--- config.mk ---
export PLATFORM = sky130hd
export DESIGN_NAME = sorted_list_insert_delete_top
export DESIGN_NICKNAME = d
export VERILOG_FILES = /design/src/rtl/core/slid_pkg.sv /design/src/rtl/core/sorted_list_insert_delete_top.sv /design/src/rtl/core/slid_cell.sv
export SDC_FILE = /design/constraint.sdc
export NUM_CORES = 2
export LEC_CHECK = 0
export BUFFER_PORTS_ARGS = -buffer_cell sky130_fd_sc_hd__clkbuf_2
export CORE_MARGIN = 2
export CORE_UTILIZATION = 27
export DETAILED_ROUTE_END_ITERATION = 10
export PLACE_DENSITY = 0.52
export SLEW_MARGIN = 20
export SYNTH_ARGS = -nofsm -noshare
export SYNTH_HDL_FRONTEND = slang
export SYNTH_SLANG_ARGS = --single-unit
--- constraint.sdc ---
create_clock -name clk_i -period 7.9 [get_ports clk_i]
set_clock_uncertainty 0.1 [all_clocks]
set_input_delay 0.79 -clock clk_i [delete_from_list [all_inputs] [get_ports clk_i]]
set_output_delay 0.79 -clock clk_i [all_outputs]
set_load 0.005 [all_outputs]
--- src/rtl/core/slid_pkg.sv ---
// shared types and codes for the sorted list block
`timescale 1ns / 1ps

package slid_pkg;

  localparam int unsigned DefaultCapacity = 16;
  localparam int unsigned ValueW = 32;

  typedef enum logic [1:0] {
    OP_INSERT    = 2'd0,
    OP_DELETE    = 2'd1,
    OP_DUMP_ASC  = 2'd2,
    OP_DUMP_DESC = 2'd3
  } op_e;

  typedef enum logic [1:0] {
    ST_OK        = 2'd0,
    ST_NOT_FOUND = 2'd1,
    ST_FULL      = 2'd2,
    ST_EMPTY     = 2'd3
  } status_e;

  typedef enum logic [2:0] {
    CMD_HOLD,
    CMD_INSERT,
    CMD_DELETE,
    CMD_ROT_LEFT,
    CMD_ROT_RIGHT
  } cell_cmd_e;

  typedef struct packed {
    op_e                      op;
    logic signed [ValueW-1:0] value;
  } in_item_t;

  typedef struct packed {
    logic signed [ValueW-1:0] out_value;
    status_e                  status;
    logic                     last_of_run;
  } out_item_t;

  typedef struct packed {
    cell_cmd_e                cmd;
    logic signed [ValueW-1:0] operand;
  } cell_ctrl_t;

endpackage

--- src/rtl/core/sorted_list_insert_delete_top.sv ---
// top level of the sorted list: control, fill count and the cell chain
`timescale 1ns / 1ps

// Keeps up to Capacity signed 32-bit values in ascending order in a chain of
// cells. Insert and delete compare in every cell at once and shift the chain
// together, so one such transfer can be taken each cycle unless the output
// stalls, and each gives one result. A dump of n entries latches its length,
// then hands out one entry per cycle unless the output stalls, the chain
// rotating by one place per entry; no new item is taken until the last entry
// has left. An empty dump gives one list-empty result at once. An output
// register decouples the result side; an output stall holds the whole block.
module sorted_list_insert_delete_top #(
  parameter int unsigned Capacity = slid_pkg::DefaultCapacity
) (
  input  logic                clk_i,
  input  logic                rst_ni,
  input  logic                in_valid_i,
  output logic                in_stall_o,
  input  slid_pkg::in_item_t  in_data_i,
  output logic                out_valid_o,
  input  logic                out_stall_i,
  output slid_pkg::out_item_t out_data_o
);

  localparam int unsigned CntW = $clog2(Capacity + 1);
  localparam int unsigned VW   = slid_pkg::ValueW;

  logic signed [VW-1:0] vals [Capacity];
  logic [VW-1:0]        tails [Capacity];
  logic [Capacity-1:0]  lts, eqs;
  logic signed [VW-1:0] head, tail;

  logic [CntW-1:0]      count_q, count_d, remain_q, remain_d;
  logic                 busy_q, busy_d, desc_q, desc_d;
  logic                 out_valid_q, out_valid_d;
  slid_pkg::out_item_t  out_data_q, out_data_d;
  slid_pkg::cell_ctrl_t ctrl;

  logic load, accept, found, full;

  assign load   = !out_valid_q || !out_stall_i;
  assign in_stall_o = busy_q || !load;
  assign accept = in_valid_i && !in_stall_o;
  assign found  = |eqs;
  assign full   = count_q == CntW'(Capacity);
  assign head   = vals[0];

  always_comb begin
    tail = '0;
    for (int i = 0; i < Capacity; i++) begin
      tail = tail | tails[i];
    end
  end

  for (genvar g = 0; g < Capacity; g++) begin : g_cell
    slid_cell #(
      .Idx  (g),
      .CntW (CntW)
    ) u_cell (
      .clk_i       (clk_i),
      .ctrl_i      (ctrl),
      .count_i     (count_q),
      .left_val_i  ((g == 0) ? tail : vals[(g == 0) ? 0 : g - 1]),
      .left_lt_i   ((g == 0) ? 1'b1 : lts[(g == 0) ? 0 : g - 1]),
      .right_val_i ((g == Capacity - 1) ? head : vals[(g == Capacity - 1) ? g : g + 1]),
      .head_i      (head),
      .val_o       (vals[g]),
      .lt_o        (lts[g]),
      .eq_o        (eqs[g]),
      .tail_o      (tails[g])
    );
  end

  always_comb begin
    count_d     = count_q;
    remain_d    = remain_q;
    busy_d      = busy_q;
    desc_d      = desc_q;
    out_valid_d = out_valid_q && out_stall_i;
    out_data_d  = out_data_q;
    ctrl.cmd    = slid_pkg::CMD_HOLD;
    ctrl.operand = in_data_i.value;

    if (busy_q && load) begin
      out_valid_d            = 1'b1;
      out_data_d.out_value   = desc_q ? tail : head;
      out_data_d.status      = slid_pkg::ST_OK;
      out_data_d.last_of_run = remain_q == CntW'(1);
      ctrl.cmd               = desc_q ? slid_pkg::CMD_ROT_RIGHT : slid_pkg::CMD_ROT_LEFT;
      remain_d               = remain_q - CntW'(1);
      busy_d                 = remain_q != CntW'(1);
    end else if (accept) begin
      out_data_d.out_value   = in_data_i.value;
      out_data_d.last_of_run = 1'b1;
      out_data_d.status      = slid_pkg::ST_OK;
      case (in_data_i.op)
        slid_pkg::OP_INSERT: begin
          out_valid_d = 1'b1;
          if (full) begin
            out_data_d.status = slid_pkg::ST_FULL;
          end else begin
            ctrl.cmd = slid_pkg::CMD_INSERT;
            count_d  = count_q + CntW'(1);
          end
        end
        slid_pkg::OP_DELETE: begin
          out_valid_d = 1'b1;
          if (found) begin
            ctrl.cmd = slid_pkg::CMD_DELETE;
            count_d  = count_q - CntW'(1);
          end else begin
            out_data_d.status = slid_pkg::ST_NOT_FOUND;
          end
        end
        default: begin
          if (count_q == '0) begin
            out_valid_d          = 1'b1;
            out_data_d.out_value = '0;
            out_data_d.status    = slid_pkg::ST_EMPTY;
          end else begin
            busy_d   = 1'b1;
            remain_d = count_q;
            desc_d   = in_data_i.op == slid_pkg::OP_DUMP_DESC;
          end
        end
      endcase
    end
  end

  always_ff @(posedge clk_i or negedge rst_ni) begin
    if (!rst_ni) begin
      count_q     <= '0;
      remain_q    <= '0;
      busy_q      <= 1'b0;
      desc_q      <= 1'b0;
      out_valid_q <= 1'b0;
    end else begin
      count_q     <= count_d;
      remain_q    <= remain_d;
      busy_q      <= busy_d;
      desc_q      <= desc_d;
      out_valid_q <= out_valid_d;
    end
  end

  always_ff @(posedge clk_i) begin
    out_data_q <= out_data_d;
  end

  assign out_valid_o = out_valid_q;
  assign out_data_o  = out_data_q;

endmodule

--- src/rtl/core/slid_cell.sv ---
// one storage cell of the sorted chain
`timescale 1ns / 1ps

module slid_cell #(
  parameter int unsigned Idx  = 0,
  parameter int unsigned CntW = 5
) (
  input  logic                               clk_i,
  input  slid_pkg::cell_ctrl_t               ctrl_i,
  input  logic [CntW-1:0]                    count_i,
  input  logic signed [slid_pkg::ValueW-1:0] left_val_i,
  input  logic                               left_lt_i,
  input  logic signed [slid_pkg::ValueW-1:0] right_val_i,
  input  logic signed [slid_pkg::ValueW-1:0] head_i,
  output logic signed [slid_pkg::ValueW-1:0] val_o,
  output logic                               lt_o,
  output logic                               eq_o,
  output logic [slid_pkg::ValueW-1:0]        tail_o
);

  logic signed [slid_pkg::ValueW-1:0] val_q, val_d;
  logic                               occ;
  logic                               is_tail;

  assign occ     = CntW'(Idx) < count_i;
  assign is_tail = occ && (CntW'(Idx + 1) == count_i);
  assign lt_o    = occ && (val_q < ctrl_i.operand);
  assign eq_o    = occ && (val_q == ctrl_i.operand);
  assign tail_o  = is_tail ? val_q : '0;
  assign val_o   = val_q;

  always_comb begin
    val_d = val_q;
    unique case (ctrl_i.cmd)
      slid_pkg::CMD_HOLD: val_d = val_q;
      slid_pkg::CMD_INSERT: begin
        if (!lt_o) begin
          val_d = left_lt_i ? ctrl_i.operand : left_val_i;
        end
      end
      slid_pkg::CMD_DELETE: begin
        if (occ && !lt_o) begin
          val_d = right_val_i;
        end
      end
      slid_pkg::CMD_ROT_LEFT: begin
        if (occ) begin
          val_d = is_tail ? head_i : right_val_i;
        end
      end
      slid_pkg::CMD_ROT_RIGHT: begin
        if (occ) begin
          val_d = left_val_i;
        end
      end
      default: val_d = val_q;
    endcase
  end

  always_ff @(posedge clk_i) begin
    val_q <= val_d;
  end

endmodule

* After elaboration in Yosys (flattened, before gate mapping)
Index checks and enable logic that the tools add are counted.
** Word-level totals
- Register bits after elaboration :: 560
- Latch bits :: 0
- Memory bits (writable) :: 0
- ROM bits :: 0
- Input port bits :: 38
- Output and inout port bits :: 37
- Logic and storage cells :: 457
- Memories :: 0
** Operators by class
- Add/subtract/negate cells :: 3
- Multiply operators :: 0
- Div/mod/pow operators :: 0
- Magnitude comparators :: 32
- Equality and inequality tests :: 110
- Shift operators :: 0
- Mux-type cells :: 155
- Bitwise operators :: 18
- Reductions and logical operators :: 115
** Operator list (number)
- two-way mux 32 bit :: 112
- one-hot mux 32 bit (4 select lines) :: 16
- equality test 32 bit :: 16
- less-than comparator 32 bit :: 16
- bitwise OR 32 bit :: 15
- inequality test 2 x 1 -> 1 bit, second input constant :: 49
- AND reduction 5 bit :: 16
- two-way mux 35 bit :: 2
- logical AND 1 bit :: 67
- equality test 4 x 5 -> 1 bit, first input constant :: 8
- less-than comparator 4 x 5 -> 1 bit, first input constant :: 8
- inequality test 2 bit, second input constant :: 20
- two-way mux 34 bit :: 1
- two-way mux 5 bit :: 6
- equality test 3 x 5 -> 1 bit, first input constant :: 4
- logical NOT 1 bit :: 20
- less-than comparator 3 x 5 -> 1 bit, first input constant :: 4
- OR reduction 16 bit :: 1
- equality test 2 x 5 -> 1 bit, first input constant :: 2
- less-than comparator 1 x 5 -> 1 bit, first input constant :: 2
- less-than comparator 2 x 5 -> 1 bit, first input constant :: 2
- two-way mux 1 bit :: 10
- one-hot mux 5 bit (2 select lines) :: 1
- subtractor 5 x 1 -> 5 bit, second input constant :: 2
- other kinds (24) :: 33

* Logic depth before layout (Yosys ltp)
- Depth in word-level cells :: 20
- Gate-level depth with buffers :: 15
- Mapped depth without buffers :: 10

* Hierarchy
Synthesis repeated with hierarchy kept, for this count alone.
** Unflattened totals
- Cell total of the unflattened synthesis :: 7080
- Area, all modules :: 62113.3 um2
** Modules (own cells, without submodules)
- sorted_list_insert_delete_top :: instances 1, cells an instance 414, area an instance 3747.3 um2, sequential area each 1356.3 um2
- slid_cell at g_cell[0].u_cell :: instances 1, cells an instance 416, area an instance 3694.8 um2, sequential area each 960.9 um2
- slid_cell at g_cell[2].u_cell :: instances 1, cells an instance 416, area an instance 3687.3 um2, sequential area each 960.9 um2
- slid_cell at g_cell[3].u_cell :: instances 1, cells an instance 415, area an instance 3686.0 um2, sequential area each 960.9 um2
- slid_cell at g_cell[8].u_cell :: instances 1, cells an instance 424, area an instance 3684.8 um2, sequential area each 960.9 um2
- slid_cell at g_cell[13].u_cell :: instances 1, cells an instance 416, area an instance 3674.8 um2, sequential area each 960.9 um2
- slid_cell at g_cell[11].u_cell :: instances 1, cells an instance 417, area an instance 3668.5 um2, sequential area each 960.9 um2
- slid_cell at g_cell[6].u_cell :: instances 1, cells an instance 423, area an instance 3667.3 um2, sequential area each 960.9 um2
- slid_cell at g_cell[4].u_cell :: instances 1, cells an instance 417, area an instance 3662.3 um2, sequential area each 960.9 um2
- slid_cell at g_cell[7].u_cell :: instances 1, cells an instance 419, area an instance 3661.0 um2, sequential area each 960.9 um2
- slid_cell at g_cell[12].u_cell :: instances 1, cells an instance 417, area an instance 3651.0 um2, sequential area each 960.9 um2
- slid_cell at g_cell[5].u_cell :: instances 1, cells an instance 415, area an instance 3637.2 um2, sequential area each 960.9 um2
- slid_cell at g_cell[15].u_cell :: instances 1, cells an instance 416, area an instance 3636.0 um2, sequential area each 960.9 um2
- slid_cell at g_cell[10].u_cell :: instances 1, cells an instance 417, area an instance 3622.2 um2, sequential area each 960.9 um2
- 3 more rows

* Worst setup path after synthesis
OpenSTA, ideal clock, no wires.
- Path kind :: input to register
- From :: in in_data_i[31] in the netlist's numbering
- To :: reg g_cell[0].u_cell.val_q (netlist bit g_cell[0].u_cell.val_o[0]), enable pin
- Library setup time :: 470 ps
- Arrival :: 5985 ps
- Required time :: 7330 ps
- Slack :: 1345 ps
- Stages :: 13
- Buffers on the path :: 3
- Path through :: clkbuf_1 inv_1 ha_1 nand4_1 or3_1 or4_1 o2111ai_1 nor4_4 or2_1 buf_2 buf_2 and3_1 a211oi_1
** Between the ends
- Word-level cells in the longest chain between the ends :: 10
- Elaborated cells between the ends (all ways) :: 52
- Those cells by class :: order compare: 1; eq/ne: 25; mux: 4; reduce/logical: 22
** RTL lines
- start, declared :: line sorted_list_insert_delete_top.sv:19 : input slid_pkg::in_item_t in_data_i,
- equality test 32 bit :: line slid_cell.sv:28 : assign eq_o = occ && (val_q == ctrl_i.operand);
- logical AND 1 bit :: line slid_cell.sv:28
- OR reduction 16 bit :: line sorted_list_insert_delete_top.sv:44 : assign found = |eqs;
- two-way mux 2 bit :: line sorted_list_insert_delete_top.sv:108 : if (found) begin
- one-hot mux 2 bit (2 select lines) :: line sorted_list_insert_delete_top.sv:96 : case (in_data_i.op)
- two-way mux 2 bit :: line sorted_list_insert_delete_top.sv:92 : end else if (accept) begin
- two-way mux 3 bit :: line sorted_list_insert_delete_top.sv:84 : if (busy_q && load) begin
- equality test 3 bit (tied with other cells) :: line slid_cell.sv:34 : unique case (ctrl_i.cmd)
- inequality test 2 x 1 -> 1 bit (no source line) (tied with other cells)
- AND reduction 6 bit (no source line) (*)
- end signal, assigned :: line slid_cell.sv:61 : val_q <= val_d;
- end, declared :: line slid_cell.sv:21 : logic signed [slid_pkg::ValueW-1:0] val_q, val_d;
Mark *: on every way between the ends. The rest lies on a longest branch, timed or not.
A chain may end at the register's enable or synchronous reset.

* Worst setup path after layout
- From :: in in_data_i[31] in the netlist's numbering
- To :: reg g_cell[14].u_cell.val_q (netlist bit g_cell[14].u_cell.val_o[23]), enable pin
** Between the ends
- Word-level cells in the longest chain between the ends :: 10
- Elaborated cells between the ends (all ways) :: 51
- Those cells by class :: order compare: 1; eq/ne: 24; mux: 4; reduce/logical: 22
** RTL lines (line)
- equality test 32 bit :: slid_cell.sv:28
- logical AND 1 bit :: slid_cell.sv:28
- OR reduction 16 bit :: sorted_list_insert_delete_top.sv:44
- two-way mux 2 bit :: sorted_list_insert_delete_top.sv:108
- one-hot mux 2 bit (2 select lines) :: sorted_list_insert_delete_top.sv:96
- two-way mux 2 bit :: sorted_list_insert_delete_top.sv:92
- two-way mux 3 bit :: sorted_list_insert_delete_top.sv:84
- equality test 3 bit (tied with other cells) :: slid_cell.sv:34
- inequality test 2 x 1 -> 1 bit (no source line) (tied with other cells)
- AND reduction 5 bit (no source line) (*)
- end signal, assigned :: slid_cell.sv:61
- end, declared :: slid_cell.sv:21
Marks and branches as above.

==> flow_summary.rst <==
.. list-table::
   :header-rows: 1

   * - Metric
     - Value
   * - Die H
     - 449 µm
   * - Routed length per instance
     - 36.3 µm
   * - Highest clock rate
     - 0.167 GHz
   * - Type of the tightest min-delay check
     - in2reg
   * - Post-CTS clock slew at the launch and capture registers of the worst setup and hold paths
     - approximately 50 ps
   * - Post-DP HPWL
     - 190000 µm
   * - Placer congestion estimate
     - 1.05
   * - Total Neg Setup Slack
     - 0 ps
   * - Relative contribution of combinational cells to total power
     - 0.570
   * - Total number of placement rows
     - roughly 160
   * - Effective utilization at floorplan
     - 0.272
   * - Worst hold endpoint
     - out_valid_o
   * - Reg2reg setup slack
     - 1970 ps
   * - Initial DRC count
     - about 8000
   * - Total iterations of the first detailed-routing run
     - 7
   * - Number of instances in the placed design
     - 7964
   * - Area growth from synthesis to final layout
     - 11.3%
   * - CTS H-tree lvls
     - 3
   * - Placement-stage cell area
     - 0.0572 mm²
   * - Final setup violation count
     - 0
   * - Category of the worst setup path capture point
     - register
   * - Sw power
     - 13.3 mW
   * - Clock latency on the worst-skew pair
     - 750 ps
   * - Top_reg_cell synth
     - edfxtp_1
   * - Nets in the synthesized netlist
     - ~6200
   * - Switching Fraction
     - 0.522
   * - Static Leak
     - 21.1 nW
   * - Power per standard cell area
     - 426 mW/mm²
   * - Syn Inst Count
     - between 5000 and 6000
   * - Startpoint Class
     - input pin
   * - Fraction of synthesis flops using an asynchronous set or reset pin
     - 0.0232
   * - Top area cells in the synthesized netlist
     - edfxtp_1 (31%), mux2i_1 (15%), ha_1 (12%)
   * - Final critical-path setup slack
     - between 1500 and 2000 ps
   * - Cell type with the highest aggregate area in the netlist
     - edfxtp_1
   * - Maximum number of pins on one net before global-route repair
     - roughly 160
   * - Average cell area after synthesis
     - 9.50 µm²
   * - Die outline width
     - 449 µm
   * - Final global-route overflow total
     - 0
   * - DR vias/cell
     - 6.65
   * - Unique masters post-synth
     - 74
   * - Power share of the clock group
     - 0.141
   * - Post-route fraction of the period consumed by the critical path
     - 0.760
   * - Wire length of the first global-routing pass
     - 410000 µm
   * - Unrepaired setup endpoints after global routing
     - no
   * - Cell internal pwr
     - 12.1 mW
   * - Fillers
     - between 20000 and 25000
   * - Share of the yosys chip area belonging to registers
     - 0.312
   * - Final Max Slew Viols
     - 0
   * - Remaining DRCs
     - 0
   * - Count of yosys warnings during synthesis
     - 0
   * - Num Clock Sinks
     - 560
   * - Gr usage total
     - 0.280
   * - Number of clock buffers inserted by TritonCTS
     - 78
   * - Max-Cap Viols
     - 0
   * - Non-Filler Cell Area, Final
     - about 0.060 mm²
   * - Number of flops mapped to enable cells by yosys
     - 545
   * - Die Area
     - 0.202 mm²
   * - Detailed Route WL
     - 294000 µm
   * - Post-Syn Area
     - about 0.054 mm²
   * - Reg power frac
     - 0.288
   * - Worst Path Class, Setup
     - in2reg
   * - Final Non-Filler Cells
     - a little over 8000
   * - Worst slew pin tran
     - 1230 ps
   * - FF-to-FF path depth
     - 10
   * - Post-synth top area share
     - 0.306
   * - Detailed-route via count
     - 53900
   * - Initial antenna violation count
     - 10
   * - Post-cts gate resize count
     - 0
   * - Instance count along the most critical hold path
     - 3
   * - Peak supply drop
     - about 0.00037 V
   * - Longest Clk Path Bufs
     - 3
   * - Final net count
     - approximately 6000
   * - Port Buffer Count
     - 74
   * - Worst slack at placement
     - 1350 ps
   * - Hold Vio Cnt, Final
     - 0
   * - Data arrival time at the worst-slack endpoint
     - between 6000 and 7000 ps
   * - Run status
     - complete, no violations
   * - Top Ports
     - 75
   * - Minimum clock period after layout
     - 6000 ps
   * - Top library cells by usage in the layout, fill and taps aside
     - mux2i_1 (778), edfxtp_1 (545), ha_1 (519)
   * - Core area
     - 0.197 mm²
   * - Proportion of layout cells with a drive suffix above 1
     - 0.100
   * - Data required time at the worst endpoint
     - 8150 ps
   * - Seq cells post-synth
     - 560
   * - Start of the worst register-to-register path
     - count_q[2]
   * - Worst-path maximum fanout
     - 25
   * - CTS tree
     - done
   * - Most common cell after layout, fill and taps aside
     - mux2i_1
   * - Startpoint of the tightest hold check path
     - in_valid_i
   * - Worst-case headroom to the max-slew limit
     - 0.169
   * - Antenna violation net count after detailed routing
     - 0
   * - Vias in the first global route
     - 50600
   * - Root buf cell
     - clkbuf_16
   * - Reg-to-reg critical path endpoint
     - g_cell[7].u_cell.val_o[17]
==> power groups by stage <==
| stage | Sequential (mW) | Clock, mW | Combinational (mW) |
|---|---|---|---|
| after floorplan | 6.07 | 0 | 8.82 |
| after global placement | 7.25 | 0 | 13.7 |
| after detailed placement | 7.25 | 0 | 13.9 |
| after CTS | 7.21 | 3.62 | 14.0 |
| after global routing | 7.33 | 3.71 | 15.2 |
| final | 7.32 | 3.60 | 14.5 |
==> synthesized netlist by cell type, drive strengths merged, types with 65 or more instances <==
master  count
a21o       84
a21oi     391
a221o     161
a221oi    178
a22oi     230
buf       109
clkbuf    460
edfxtp    545
ha        519
inv        98
mux2       65
mux2i     785
nand2     349
nand3     117
nand4     105
nor2      259
nor3      179
o211ai    148
o21ai     136
o31ai     230
==> registers in the layout, indices dropped and copies added (netlist names) <==
signal,cells
busy_q,1
count_q,5
desc_q,1
g_cell.u_cell.val_o,512
out_data_o,35
out_valid_o,1
remain_q,5
==> per-layer routing <==
metal  part of all wire  wire [µm]  vias to the layer above  GRT usage
met3               0.11      33300                     1002     0.0676
met2               0.42     124000                     4081      0.412
met4              0.072      21200                       10      0.172
li1                   -          -                    22200          -
met1               0.39     116000                    26700      0.367
met5            0.00022         65                        -          0
==> final cells by class <==
cell class | count | area [µm²] | area share
Multi-Input combinational cell | 4413 | 34800 | 0.584
Sequential cell | 560 | 16700 | 0.281
Tap cell | 2640 | 3300 | 0.0554
Clock buffer | 107 | 2150 | 0.0361
Timing Repair Buffer | 254 | 1990 | 0.0334
Inverter | 98 | 368 | 0.00617
Clock inverter | 33 | 260 | 0.00436
Antenna cell | 3 | 7.51 | 0.000126
==> per-stage QoR <==
step | hold slack (ps) | util | total power, mW
floorplan | 394 | - | 14.9
global placement | 431 | 0.290 | 20.9
detailed placement | 440 | 0.290 | 21.2
CTS | 165 | 0.302 | 24.8
global route | 210 | 0.302 | 26.2
finish | 185 | 0.302 | 25.4
==> critical path, stage by stage <==
cell and delay (ps):
clkbuf_2 330, inv_1 470, ha_1 520, nand4_1 190, nor4_1 860, a21oi_1 260, a21oi_1 670, mux2i_4 670
buf_4 540, o21ai_0 210, a22oi_2 200, buf_4 470
==> worst max path at each step <==
stage / startpoint / to / cells after the start
4_1_cts: in_data_i[31] / g_cell[7].u_cell.val_o[17] / 13
3_5_place_dp: in_data_i[31] / g_cell[7].u_cell.val_o[17] / 13
6_report: in_data_i[31] / g_cell[14].u_cell.val_o[23] / 12
5_1_grt: in_data_i[29] / g_cell[3].u_cell.val_o[6] / 13
3_3_place_gp: in_data_i[25] / g_cell[11].u_cell.val_o[10] / 10
2_1_floorplan: in_data_i[31] / g_cell[0].u_cell.val_o[0] / 13
==> cells by family (layout without fill, tap and decap cells) <==
kind of cell             count (synthesis)  after routing  share of synthesized area
AO/OA/AOI/OAI                         1871           1871                      0.253
XOR/XNOR                                 5              5                   0.000818
adder cells (fa/ha/maj)                519            519                      0.121
buffers and inverters                  667            492                     0.0490
flip-flops                             560            560                      0.312
multiplexers                           850            850                      0.160
other                                    0              3                          0
AND/OR/NAND/NOR                       1168           1168                      0.103
==> repair_timing <==
| item | 4_1_cts | 5_1_grt |
|---|---|---|
| setup endpoints to repair | 0 | 0 |
| hold buffers | 1 | 0 |
| buffers inserted | 0 | 0 |
| endpoints found under the hold margin | 13 | 0 |
No activity file was read; power rests on OpenSTA's default activity.
